**config.mk**
```make
export PLATFORM = sky130hd
export DESIGN_NAME = temp_frame_crc_check_convert_top_flat
export DESIGN_NICKNAME = d
export VERILOG_FILES = /design/src/sv/tfcc_pkg.sv /design/src/sv/tfcc_if.sv /design/src/sv/tfcc_conv.sv /design/src/sv/temp_frame_crc_check_convert_top.sv /design/src/flat_wrapper.sv
export SDC_FILE = /design/constraint.sdc
export NUM_CORES = 1
export LEC_CHECK = 0
export BUFFER_PORTS_ARGS = -buffer_cell sky130_fd_sc_hd__buf_4
export CORE_AREA = 2 2 147 149
export CTS_BUF_LIST = sky130_fd_sc_hd__clkbuf_8
export DETAILED_ROUTE_END_ITERATION = 16
export DIE_AREA = 0 0 149 151
export HOLD_SLACK_MARGIN = 0.03
export PLACE_DENSITY = 0.92
export SLEW_MARGIN = 20
export SYNTH_ARGS = -nofsm -noshare
export SYNTH_HDL_FRONTEND = slang
export SYNTH_SLANG_ARGS = --single-unit
```
**constraint.sdc**
```tcl
create_clock -name clk -period 4.1 [get_ports clk]
set_input_delay 0.82 -clock clk [delete_from_list [all_inputs] [get_ports clk]]
set_output_delay 0.82 -clock clk [all_outputs]
set_load 0.005 [all_outputs]
```
**src/sv/tfcc_pkg.sv**
```systemverilog
// Package for the temperature frame CRC check and conversion block.
// Holds the constants, register indexes and control structs shared by all files.
// Depends on nothing.
package tfcc_pkg;

  localparam int unsigned BYTE_W   = 8;
  localparam int unsigned RAW_W    = 16;
  localparam int unsigned TEMP_W   = 16;
  localparam int unsigned CFG_IDX_W = 2;
  localparam int unsigned CFG_DAT_W = 16;

  localparam logic [7:0] CRC_POLY = 8'h31;
  localparam logic [7:0] CRC_INIT = 8'hFF;

  localparam logic [CFG_IDX_W-1:0] REG_OFFSET  = 2'd0;
  localparam logic [CFG_IDX_W-1:0] REG_GAIN    = 2'd1;
  localparam logic [CFG_IDX_W-1:0] REG_DIVISOR = 2'd2;

  localparam logic signed [7:0] OFFSET_RESET  = -8'sd45;
  localparam logic [7:0]        GAIN_RESET    = 8'd175;
  localparam logic [15:0]       DIVISOR_RESET = 16'd65535;

  typedef struct packed {
    logic        start;
    logic [15:0] raw;
  } conv_req_t;

  typedef struct packed {
    logic busy;
    logic done;
  } conv_stat_t;

endpackage

```
**src/sv/tfcc_if.sv**
```systemverilog
// Channel interfaces of the temperature frame block: received bytes, results, configuration.
// Each carries valid, ready and its payload. Depends on tfcc_pkg.
interface tfcc_rx_if;
  import tfcc_pkg::*;
  logic              valid;
  logic              ready;
  logic [BYTE_W-1:0] rx_byte;
  logic              frame_start;
  modport source (output valid, output rx_byte, output frame_start, input ready);
  modport sink (input valid, input rx_byte, input frame_start, output ready);
endinterface

interface tfcc_res_if;
  import tfcc_pkg::*;
  logic                     valid;
  logic                     ready;
  logic signed [TEMP_W-1:0] temperature_centi;
  logic [RAW_W-1:0]         raw_value;
  logic                     check_ok;
  modport source (output valid, output temperature_centi, output raw_value, output check_ok,
                  input ready);
  modport sink (input valid, input temperature_centi, input raw_value, input check_ok,
                output ready);
endinterface

interface tfcc_cfg_if;
  import tfcc_pkg::*;
  logic                 valid;
  logic                 ready;
  logic [CFG_IDX_W-1:0] index;
  logic [CFG_DAT_W-1:0] wdata;
  modport source (output valid, output index, output wdata, input ready);
  modport sink (input valid, input index, input wdata, output ready);
endinterface

```
**src/sv/tfcc_conv.sv**
```systemverilog
// Serial conversion unit: shift-add multiply of gain*100 by the raw value, restoring
// division by the divisor one quotient bit per cycle, then offset and saturation.
// Depends on tfcc_pkg.
module tfcc_conv (
  input  logic                      clk,
  input  logic                      rst,
  input  tfcc_pkg::conv_req_t       req,
  input  logic signed [7:0]         offset_degrees,
  input  logic [7:0]                gain_degrees,
  input  logic [15:0]               raw_divisor,
  output tfcc_pkg::conv_stat_t      stat,
  output logic signed [tfcc_pkg::TEMP_W-1:0] temperature_centi
);
  import tfcc_pkg::*;

  localparam logic [1:0] C_IDLE = 2'd0;
  localparam logic [1:0] C_MUL  = 2'd1;
  localparam logic [1:0] C_DIV  = 2'd2;
  localparam logic [1:0] C_FIN  = 2'd3;

  logic [1:0]         cstate;
  logic [4:0]         cnt;
  logic [30:0]        acc;
  logic [15:0]        mplier;
  logic [15:0]        rem;
  logic [14:0]        g100;
  logic [15:0]        dvs;
  logic signed [15:0] off100;
  logic               done;

  logic [15:0]        off_ext;
  logic [16:0]        trial;
  logic [16:0]        diff;
  logic               ge;
  logic signed [32:0] sum;

  always_comb begin
    off_ext = {{8{offset_degrees[7]}}, offset_degrees};
    trial   = {rem, acc[30]};
    diff    = trial - {1'b0, dvs};
    ge      = trial >= {1'b0, dvs};
    sum     = $signed({2'b00, acc}) + $signed({{17{off100[15]}}, off100});
  end

  always_ff @(posedge clk) begin
    if (rst) begin
      cstate <= C_IDLE;
      done   <= 1'b0;
    end else begin
      done <= (cstate == C_FIN);
      unique case (cstate)
        C_IDLE: begin
          if (req.start) begin
            cstate <= C_MUL;
          end
        end
        C_MUL: begin
          if (cnt == 5'd15) begin
            cstate <= C_DIV;
          end
        end
        C_DIV: begin
          if (cnt == 5'd30) begin
            cstate <= C_FIN;
          end
        end
        C_FIN: begin
          cstate <= C_IDLE;
        end
        default: begin
          cstate <= C_IDLE;
        end
      endcase
    end
  end

  always_ff @(posedge clk) begin
    case (cstate)
      C_IDLE: begin
        acc    <= '0;
        cnt    <= '0;
        mplier <= req.raw;
        g100   <= {1'b0, gain_degrees, 6'b0} + {2'b0, gain_degrees, 5'b0}
                  + {5'b0, gain_degrees, 2'b0};
        dvs    <= (raw_divisor == 16'd0) ? 16'd1 : raw_divisor;
        off100 <= $signed({off_ext[9:0], 6'b0}) + $signed({off_ext[10:0], 5'b0})
                  + $signed({off_ext[13:0], 2'b0});
      end
      C_MUL: begin
        acc    <= {acc[29:0], 1'b0} + (mplier[15] ? {16'b0, g100} : 31'd0);
        mplier <= {mplier[14:0], 1'b0};
        rem    <= '0;
        cnt    <= (cnt == 5'd15) ? 5'd0 : cnt + 5'd1;
      end
      C_DIV: begin
        rem <= ge ? diff[15:0] : trial[15:0];
        acc <= {acc[29:0], ge};
        cnt <= cnt + 5'd1;
      end
      C_FIN: begin
        if (sum > 33'sd32767) begin
          temperature_centi <= 16'sh7FFF;
        end else if (sum < -33'sd32768) begin
          temperature_centi <= 16'sh8000;
        end else begin
          temperature_centi <= sum[15:0];
        end
      end
      default: begin
        cnt <= '0;
      end
    endcase
  end

  assign stat = '{busy: (cstate != C_IDLE), done: done};

  a_start_idle: assert property (@(posedge clk) disable iff (rst)
    (cstate != C_IDLE) |-> !req.start)
    else $error("conversion started while busy");

  a_done_after_fin: assert property (@(posedge clk) disable iff (rst)
    done |-> $past(cstate) == C_FIN)
    else $error("done without final step");

  a_mul_count: assert property (@(posedge clk) disable iff (rst)
    (cstate == C_MUL) |-> (cnt <= 5'd15))
    else $error("multiply step count out of range");

endmodule

```
**src/sv/temp_frame_crc_check_convert_top.sv**
```systemverilog
// Top level of the temperature frame block: frame tracking, bit-serial CRC-8, output register.
// Depends on tfcc_pkg, the channel interfaces in tfcc_if and the unit tfcc_conv.
//
//   Channel   Role   Payload                                        Transfer when
//   rx_chan   sink   rx_byte, frame_start                           valid && ready
//   res_chan  source temperature_centi, raw_value, check_ok         valid && ready
//   cfg_chan  sink   index, wdata (always ready)                    valid && ready
//
// A data byte is handled as the transfer, then 8 CRC steps, one bit per cycle.
// A check byte that fails the CRC goes from its transfer to S_OUT, then to the output
// register. A check byte that passes goes by way of S_CONV, which waits for the serial
// multiply (16 steps) and the restoring divide (31 steps) in tfcc_conv, and then S_OUT.
// Reset is synchronous; it restores the register defaults and restarts the frame.
// A waiting result does not stop the next bytes; only loading a new result waits for it.
module temp_frame_crc_check_convert_top (
  input logic        clk,
  input logic        rst,
  tfcc_rx_if.sink    rx_chan,
  tfcc_res_if.source res_chan,
  tfcc_cfg_if.sink   cfg_chan
);
  import tfcc_pkg::*;

  localparam logic [1:0] S_IDLE = 2'd0;
  localparam logic [1:0] S_CRC  = 2'd1;
  localparam logic [1:0] S_CONV = 2'd2;
  localparam logic [1:0] S_OUT  = 2'd3;

  localparam logic [1:0] POS_HIGH  = 2'd0;
  localparam logic [1:0] POS_LOW   = 2'd1;
  localparam logic [1:0] POS_CHECK = 2'd2;

  logic [1:0]        state;
  logic [1:0]        byte_position;
  logic [2:0]        crc_cnt;
  logic [7:0]        running_crc;
  logic [7:0]        high_byte_hold;
  logic [7:0]        low_byte_hold;
  logic              check_ok;
  logic signed [7:0] offset_degrees;
  logic [7:0]        gain_degrees;
  logic [15:0]       raw_divisor;
  logic              conv_start;
  conv_req_t         conv_req;
  conv_stat_t        conv_stat;
  logic signed [15:0] conv_temp;

  logic              rx_take;
  logic              out_load;
  logic [1:0]        pos;
  logic              crc_match;

  assign rx_chan.ready  = (state == S_IDLE);
  assign cfg_chan.ready = 1'b1;
  assign rx_take        = rx_chan.valid && rx_chan.ready;
  assign out_load       = (state == S_OUT) && (!res_chan.valid || res_chan.ready);
  assign pos            = rx_chan.frame_start ? POS_HIGH : byte_position;
  assign crc_match      = (running_crc == rx_chan.rx_byte);

  always_ff @(posedge clk) begin
    if (rst) begin
      offset_degrees <= OFFSET_RESET;
      gain_degrees   <= GAIN_RESET;
      raw_divisor    <= DIVISOR_RESET;
    end else if (cfg_chan.valid && cfg_chan.ready) begin
      unique case (cfg_chan.index)
        REG_OFFSET:  offset_degrees <= $signed(cfg_chan.wdata[7:0]);
        REG_GAIN:    gain_degrees   <= cfg_chan.wdata[7:0];
        REG_DIVISOR: raw_divisor    <= cfg_chan.wdata;
        default: begin
        end
      endcase
    end
  end

  always_ff @(posedge clk) begin
    if (rst) begin
      state          <= S_IDLE;
      byte_position  <= POS_HIGH;
      running_crc    <= CRC_INIT;
      high_byte_hold <= '0;
      low_byte_hold  <= '0;
      crc_cnt        <= '0;
      conv_start     <= 1'b0;
      res_chan.valid <= 1'b0;
    end else begin
      conv_start <= rx_take && (pos == POS_CHECK) && crc_match;
      if (out_load) begin
        res_chan.valid <= 1'b1;
      end else if (res_chan.ready) begin
        res_chan.valid <= 1'b0;
      end
      unique case (state)
        S_IDLE: begin
          if (rx_take) begin
            crc_cnt <= '0;
            unique case (pos)
              POS_LOW: begin
                low_byte_hold <= rx_chan.rx_byte;
                running_crc   <= running_crc ^ rx_chan.rx_byte;
                byte_position <= POS_CHECK;
                state         <= S_CRC;
              end
              POS_CHECK: begin
                byte_position  <= POS_HIGH;
                running_crc    <= CRC_INIT;
                state          <= crc_match ? S_CONV : S_OUT;
              end
              default: begin
                high_byte_hold <= rx_chan.rx_byte;
                running_crc    <= CRC_INIT ^ rx_chan.rx_byte;
                byte_position  <= POS_LOW;
                state          <= S_CRC;
              end
            endcase
          end
        end
        S_CRC: begin
          running_crc <= running_crc[7] ? ({running_crc[6:0], 1'b0} ^ CRC_POLY)
                                        : {running_crc[6:0], 1'b0};
          crc_cnt     <= crc_cnt + 3'd1;
          if (crc_cnt == 3'd7) begin
            state <= S_IDLE;
          end
        end
        S_CONV: begin
          if (conv_stat.done) begin
            state <= S_OUT;
          end
        end
        S_OUT: begin
          if (out_load) begin
            state <= S_IDLE;
          end
        end
        default: begin
          state <= S_IDLE;
        end
      endcase
    end
  end

  always_ff @(posedge clk) begin
    if (rx_take && pos == POS_CHECK) begin
      check_ok <= crc_match;
    end
    if (out_load) begin
      res_chan.temperature_centi <= check_ok ? conv_temp : 16'sd0;
      res_chan.raw_value         <= {high_byte_hold, low_byte_hold};
      res_chan.check_ok          <= check_ok;
    end
  end

  assign conv_req = '{start: conv_start, raw: {high_byte_hold, low_byte_hold}};

  tfcc_conv u_conv (
    .clk               (clk),
    .rst               (rst),
    .req               (conv_req),
    .offset_degrees    (offset_degrees),
    .gain_degrees      (gain_degrees),
    .raw_divisor       (raw_divisor),
    .stat              (conv_stat),
    .temperature_centi (conv_temp)
  );

  a_fail_goes_out: assert property (@(posedge clk) disable iff (rst)
    (rx_take && pos == POS_CHECK && !crc_match) |=> (state == S_OUT))
    else $error("failed check byte did not go straight to the output");

  a_fail_zero_temp: assert property (@(posedge clk) disable iff (rst)
    (res_chan.valid && !res_chan.check_ok) |-> (res_chan.temperature_centi == 16'sd0))
    else $error("failed frame carries a non-zero temperature");

  a_busy_in_conv: assert property (@(posedge clk) disable iff (rst)
    conv_stat.busy |-> (state == S_CONV))
    else $error("conversion running outside its state");

  a_pos_legal: assert property (@(posedge clk) disable iff (rst)
    byte_position != 2'd3)
    else $error("byte position reached the unused code");

endmodule
```
**src/flat_wrapper.sv**
```systemverilog
// flat-port wrapper written by rule: the top's interface ports become plain ports
module temp_frame_crc_check_convert_top_flat import tfcc_pkg::*;
  (clk, rst, rx_chan_valid, rx_chan_rx_byte, rx_chan_frame_start, rx_chan_ready, res_chan_valid, res_chan_temperature_centi, res_chan_raw_value, res_chan_check_ok, res_chan_ready, cfg_chan_valid, cfg_chan_index, cfg_chan_wdata, cfg_chan_ready);
  tfcc_rx_if rx_chan_i ();
  tfcc_res_if res_chan_i ();
  tfcc_cfg_if cfg_chan_i ();
  input logic clk;
  input logic rst;
  input wire logic [$bits(rx_chan_i.valid)-1:0] rx_chan_valid;
  input wire logic [$bits(rx_chan_i.rx_byte)-1:0] rx_chan_rx_byte;
  input wire logic [$bits(rx_chan_i.frame_start)-1:0] rx_chan_frame_start;
  output wire logic [$bits(rx_chan_i.ready)-1:0] rx_chan_ready;
  output wire logic [$bits(res_chan_i.valid)-1:0] res_chan_valid;
  output wire logic [$bits(res_chan_i.temperature_centi)-1:0] res_chan_temperature_centi;
  output wire logic [$bits(res_chan_i.raw_value)-1:0] res_chan_raw_value;
  output wire logic [$bits(res_chan_i.check_ok)-1:0] res_chan_check_ok;
  input wire logic [$bits(res_chan_i.ready)-1:0] res_chan_ready;
  input wire logic [$bits(cfg_chan_i.valid)-1:0] cfg_chan_valid;
  input wire logic [$bits(cfg_chan_i.index)-1:0] cfg_chan_index;
  input wire logic [$bits(cfg_chan_i.wdata)-1:0] cfg_chan_wdata;
  output wire logic [$bits(cfg_chan_i.ready)-1:0] cfg_chan_ready;
  assign rx_chan_i.valid = rx_chan_valid;
  assign rx_chan_i.rx_byte = rx_chan_rx_byte;
  assign rx_chan_i.frame_start = rx_chan_frame_start;
  assign rx_chan_ready = rx_chan_i.ready;
  assign res_chan_valid = res_chan_i.valid;
  assign res_chan_temperature_centi = res_chan_i.temperature_centi;
  assign res_chan_raw_value = res_chan_i.raw_value;
  assign res_chan_check_ok = res_chan_i.check_ok;
  assign res_chan_i.ready = res_chan_ready;
  assign cfg_chan_i.valid = cfg_chan_valid;
  assign cfg_chan_i.index = cfg_chan_index;
  assign cfg_chan_i.wdata = cfg_chan_wdata;
  assign cfg_chan_ready = cfg_chan_i.ready;
  temp_frame_crc_check_convert_top u_core (.clk(clk), .rst(rst), .rx_chan(rx_chan_i), .res_chan(res_chan_i), .cfg_chan(cfg_chan_i));
endmodule
```
; ---- After elaboration in Yosys (flattened, before gate mapping)
; Cells that the tools add are included.
[word_totals]
register_bits = 233
elab_cells = 116
[classes]
addsub = 9
muxes = 29
n_reduce_logical = 25
n_bitwise = 4
order_cmp = 3
eq_ne = 21
[ops]
columns = operator, n
row1 = $pmux 31 s3, 1
row2 = $pmux 16 s2, 2
row3 = $add 32x16->33, 1
row4 = $gt 33x16->1 const B, 1
row5 = $lt 33x16->1 const B, 1
row6 = $mux 16, 2
row7 = $pmux 8 s2, 2
row8 = $add 31x15->31, 1
row9 = $add 14x13->15, 2
row10 = $mux 2, 9
row11 = $ge 17x16->1, 1
row12 = $add 15x10->16, 1
row13 = $logic_not 16->1, 1
row14 = $pmux 2 s4, 2
row15 = $sub 16x16->16, 1
row16 = $add 15x10->15, 1
row17 = $mux 15, 1
row18 = $pmux 5 s3, 1
row19 = $eq 2x2->1 const B, 6
row20 = $reduce_and 2->1, 5
row21 = $reduce_and 3->1, 3
row22 = $eq 2x1->1 const B, 4
row23 = $eq 8x8->1, 1
row24 = $mux 8, 1
row25 = 25 further kinds, 40

; ---- Longest topological paths before layout
[logic_depth]
depth_word = 5
mapped_depth = 14
depth_no_buf = 13

; ---- Cells and area by module
; Synthesis repeated with hierarchy kept, for this count alone.
[unflattened]
cells_unflattened = 1297
area_unflattened_um2 = 13431.6
[modules_own_cells]
columns = mod, n_inst, cells_each, area_each_um2
row1 = tfcc_conv, 1, 917, 9450.3
row2 = temp_frame_crc_check_convert_top, 1, 380, 3981.3

; ---- Worst setup path before layout
; No wires, ideal clock.
[synth_timing]
kind = reg-to-reg
from = reg u_core.u_conv.off100[14]
to = reg u_core.u_conv.temperature_centi[0] (netlist bit), data pin
arrival_ns = 3.408
setup_time_ns = 0.274
n_path_buf = 2
required_time_ns = 3.826
path_slack_ns = 0.418
path_stages_with_launch = 14
path_cell_list = edfxtp_1 ha_1 buf_2 nand4_1 nor3_2 a221o_1 o22ai_1 a41oi_1 a21o_1 o31a_2 xnor2_4 a41oi_2 buf_6 o21ai_1
[synth_via]
elab_chain_len = 3
[synth_rtl]
columns = element, line
row1 = "start, declared", tfcc_conv.sv:28  ; logic signed [15:0] off100;
row2 = "start signal, assigned", tfcc_conv.sv:86  ; off100 <= $signed({off_ext[9:0], 6'b0}) + $signed({off_ext[10:0], 5'b0})
row3 = $add 32x16->33 *, tfcc_conv.sv:42  ; sum = $signed({2'b00, acc}) + $signed({{17{off100[15]}}, off100});
row4 = $lt 33x16->1, tfcc_conv.sv:103  ; end else if (sum < -33'sd32768) begin
row5 = $mux 16, tfcc_conv.sv:103
row6 = "end signal, assigned", tfcc_conv.sv:106  ; temperature_centi <= sum[15:0];
row7 = "end, declared", tfcc_conv.sv:12  ; output logic signed [tfcc_pkg::TEMP_W-1:0] temperature_centi
; Mark *: on every way between the ends. The rest lies on a longest branch, timed or not.
; A chain may end at the register's enable or synchronous reset.

; ---- Worst setup path in the final report
[layout_timing]
from = reg u_core.u_conv.acc[2]
to = reg u_core.u_conv.temperature_centi[4] (netlist bit), data pin
[layout_via]
elab_chain_len = 3
[layout_rtl]
columns = element, line
row1 = "start, declared", tfcc_conv.sv:23  ; logic [30:0] acc;
row2 = "start signal, assigned", tfcc_conv.sv:90  ; acc <= {acc[29:0], 1'b0} + (mplier[15] ? {16'b0, g100} : 31'd0);
row3 = "start signal, assigned", tfcc_conv.sv:97  ; acc <= {acc[29:0], ge};
row4 = $add 32x16->33 *, tfcc_conv.sv:42
row5 = $lt 33x16->1, tfcc_conv.sv:103
row6 = $mux 16, tfcc_conv.sv:103
; Marked as above.

==> results.md <==
- Final Cycle Share: 94.0%
- CORE AREA: 20800 um2
- Synth-to-Final Area Change: 10.6%
- Crit-path slowest cell: edfxtp_1
- Largest net degree at the start of global routing: 69
- Avg Cell Area, Syn: 10.2 um2
- Mux contribution to synthesized area: 2.57%
- Yosys cell types: 77
- Routed WL: 29400 um
- Chip height: 151 um
- Vias in the first global route: 9733
- Worst path required time: 4.38 ns
- Crit-path cells: ha_1 -> inv_1 -> fa_1 -> nand2b_1 -> a21o_1 -> a211o_1 -> a21boi_1 -> a31oi_1 -> o31a_1 -> nor4_1 -> nand4_1 -> o41ai_4 -> buf_6 -> o21ai_0
- Post-synth EDFFs: 160
- Clock latency on the worst-skew pair: 0.57 ns
- Compound-gate portion of the synthesized area: 15.8%
- Largest family of logic cells by synthesized area: compound AO/OA/AOI/OAI gates
- Fin nets: 1489
- Ys flop type: edfxtp_1
- DIE WIDTH: 149 um
- Met2 Use GR: 44.3%
- Rows: 53
- Hold WC Path Type: register to register
- Mapped cell area: 13300 um2
- Ant. Diodes: 0
- Max cap viols: 0
- Global routing usage on met1: 31.4%
- Wire length of the first global-routing pass: 46400 um
- Max Buffers Root-to-Sink: 3
- # IOs: 68
- P_leak: 6.25 nW
- Fin Hold WS: 0.448 ns
- CP arrival: 4.13 ns
- First-pass iteration count of the detailed router: 5
- Peak VDD IR: 338 uV
- Hold Vio Cnt, Final: 0
- Crit. End Element: register
- # setup viols final: 0
- Sink Count: 228
- Post-Place Cells: 1584
- Post-Synth XOR/XNOR Area: 4.82%
- Antenna violations before repair: 0
- Tmin final: 3.85 ns
- GP Congestion: 0.901
- Die ar.: 22500 um2
- Setup CP Type: register to register
- PortBufs: 66
- Total CTS buffers: 38
- Most frequent cells in the layout: 160 x nand2_1, 160 x edfxtp_1, 104 x a21oi_1
- Layout Cells excl Fill: 1654
- M3 GR Usage: 4.37%
- DRC: 0
- Fmax: 260 MHz
- Hpwl dp: 20300 um
- Worst slew margin: 27.8%
- CTS Root Cell: clkbuf_8
- Vias per cell: 6.14
- Crit-path max FO: 15
- Final Skew: 0.0397 ns
- Adder-Cell Fraction of Synth Area: 10.9%
- Gr usage total: 25.7%
- Busiest grt layer: met2
- Starting Density: 63.7%
- Clock-pin slew on the worst setup and hold paths: 0.06 ns
- Antenna-violating nets left: 0
- Crit path launch type: register
- Slew @ Worst Pin: 1.08 ns
- CP max stage delay: 0.44 ns
- Via count: 10154
- Share of layout cells above drive strength 1: 12.8%
- Post-Synthesis Cells: 1299
- Outcome: complete, no violations
- Sequential share of the synthesized area: 46.5%
- RSZ-0062 raised after global routing: no
- Max H-tree Level: 2
- Setup TNS: 0 ns
- CTS tree: done
- CP top delay family: compound AO/OA/AOI/OAI gates
- Max Slew Vio Count: 0
- #FFs+latches synth: 228
- Drt wl/cell: 17.8 um
- GRT overflow: 0
- Synth warn: 0
- Syn nets: 1438
- Buffers & Inverters on Critical Path: 2
- Total power: 6.27 mW
- Hold_buf cts: 0
- PwrDens: 427 nW/um2
- Simple-Gate Fraction of Synth Area: 15.0%
- Post-synth ARST share: 0%
- Initial DRC Count: 746
==> worst register-to-register path: stages, from the launching register on <==
cell and delay (ns):
edfxtp_1 0.44, ha_1 0.24, inv_1 0.08, fa_1 0.43, nand2b_1 0.21, a21o_1 0.24
a211o_1 0.32, a21boi_1 0.24, a31oi_1 0.13, o31a_1 0.13, nor4_1 0.30, nand4_1 0.19
o41ai_4 0.29, buf_6 0.23, o21ai_0 0.12
==> through the flow <==
stage          util (%)  instance area (um2)  setup WS [ns]
2_1_floorplan         -                13300          0.418
3_3_place_gp       66.8                13900          0.379
3_5_place_dp       66.8                13900          0.207
4_1_cts            70.3                14600          0.188
5_1_grt            70.4                14700         0.0410
6_report           70.4                14700          0.247
==> timing repair <==
action / in CTS / in global routing
setup endpoints to repair: 0 / 15
setup buffers: 0 / 1
gates resized for setup: 0 / 1
==> synth_stat cells (4+ instances only) <==
master,number,share of area [%]
edfxtp_1,160,36
nand2_1,160,4.5
a21oi_1,104,3.9
ha_1,92,8.7
inv_1,75,2.1
dfxtp_1,68,10
o21ai_0,59,2.2
clkbuf_1,52,1.5
xnor2_1,48,3.2
nor2_1,44,1.2
and2_1,38,1.8
nor2b_1,31,1.5
a21o_1,29,1.6
nand3b_1,24,1.4
xor2_1,20,1.3
nand3_1,19,0.72
a31oi_1,18,0.85
nand4_1,18,0.85
nor3_1,17,0.64
mux2_2,16,1.4
mux2i_1,16,1.2
fa_1,15,2.3
o21bai_1,11,0.62
nand2b_1,10,0.47
a221oi_1,9,0.59
o21ai_1,9,0.34
a211oi_1,8,0.45
buf_2,8,0.30
nor4_1,8,0.38
a211o_1,7,0.46
and3_1,7,0.33
o211ai_1,7,0.40
o21ai_2,7,0.46
o22ai_1,7,0.33
o21a_1,5,0.28
or2_2,4,0.19
==> final timing paths <==
path | startpoint | endpoint | slack (ns) | cells past startpoint
max | u_core.u_conv.acc[2] | u_core.u_conv.temperature_centi[4] | 0.25 | 14
min | u_core.raw_divisor[13] | u_core.u_conv.dvs[13] | 0.45 | 0
min reg2reg | u_core.raw_divisor[13] | u_core.u_conv.dvs[13] | 0.45 | 0
max reg2reg | u_core.u_conv.acc[2] | u_core.u_conv.temperature_centi[4] | 0.25 | 14
==> registers in the layout, indices dropped and copies added, names as in the netlist, 5 cells and up <==
| name | count |
|---|---|
| u_core.u_conv.acc | 31 |
| u_core.raw_divisor | 16 |
| u_core.res_chan.raw_value | 16 |
| u_core.res_chan.temperature_centi | 16 |
| u_core.u_conv.dvs | 16 |
| u_core.u_conv.mplier | 16 |
| u_core.u_conv.rem | 16 |
| u_core.u_conv.temperature_centi | 16 |
| u_core.u_conv.g100 | 13 |
| u_core.u_conv.off100 | 13 |
| u_core.gain_degrees | 8 |
| u_core.high_byte_hold | 8 |
| u_core.low_byte_hold | 8 |
| u_core.offset_degrees | 8 |
| u_core.running_crc | 8 |
| u_core.u_conv.cnt | 5 |
==> metal layers <==
layer	part of all wire [%]	routed length (um)
met2	49	14400
met5	0	0
met4	3.9	1160
met3	6.9	2040
met1	40	11800
==> report_power, final <==
part	internal (mW)	leakage [nW]	switching, mW
Sequential	2.80	2.18	0.140
Clock	0.963	0.427	0.945
Combinational	0.573	3.64	0.846
==> cell families after synthesis <==
kind of cell / after synthesis
muxes: 32
buffers and inverters: 144
DFF: 228
adders and majority gates: 107
other: 1
and+or+nand+nor: 396
AOI/OAI and AO/OA: 321
xor gates and xnor gates: 70
==> layout make-up <==
cell class	instances	area, um2
Fill cell	1406	6160
Clock inverter	27	144
Clock buffer	42	578
Timing Repair Buffer	79	622
Multi-Input combinational cell	927	6520
Tap cell	275	344
Inverter	76	285
Sequential cell	228	6170
Power figures use the tool's default switching activity.
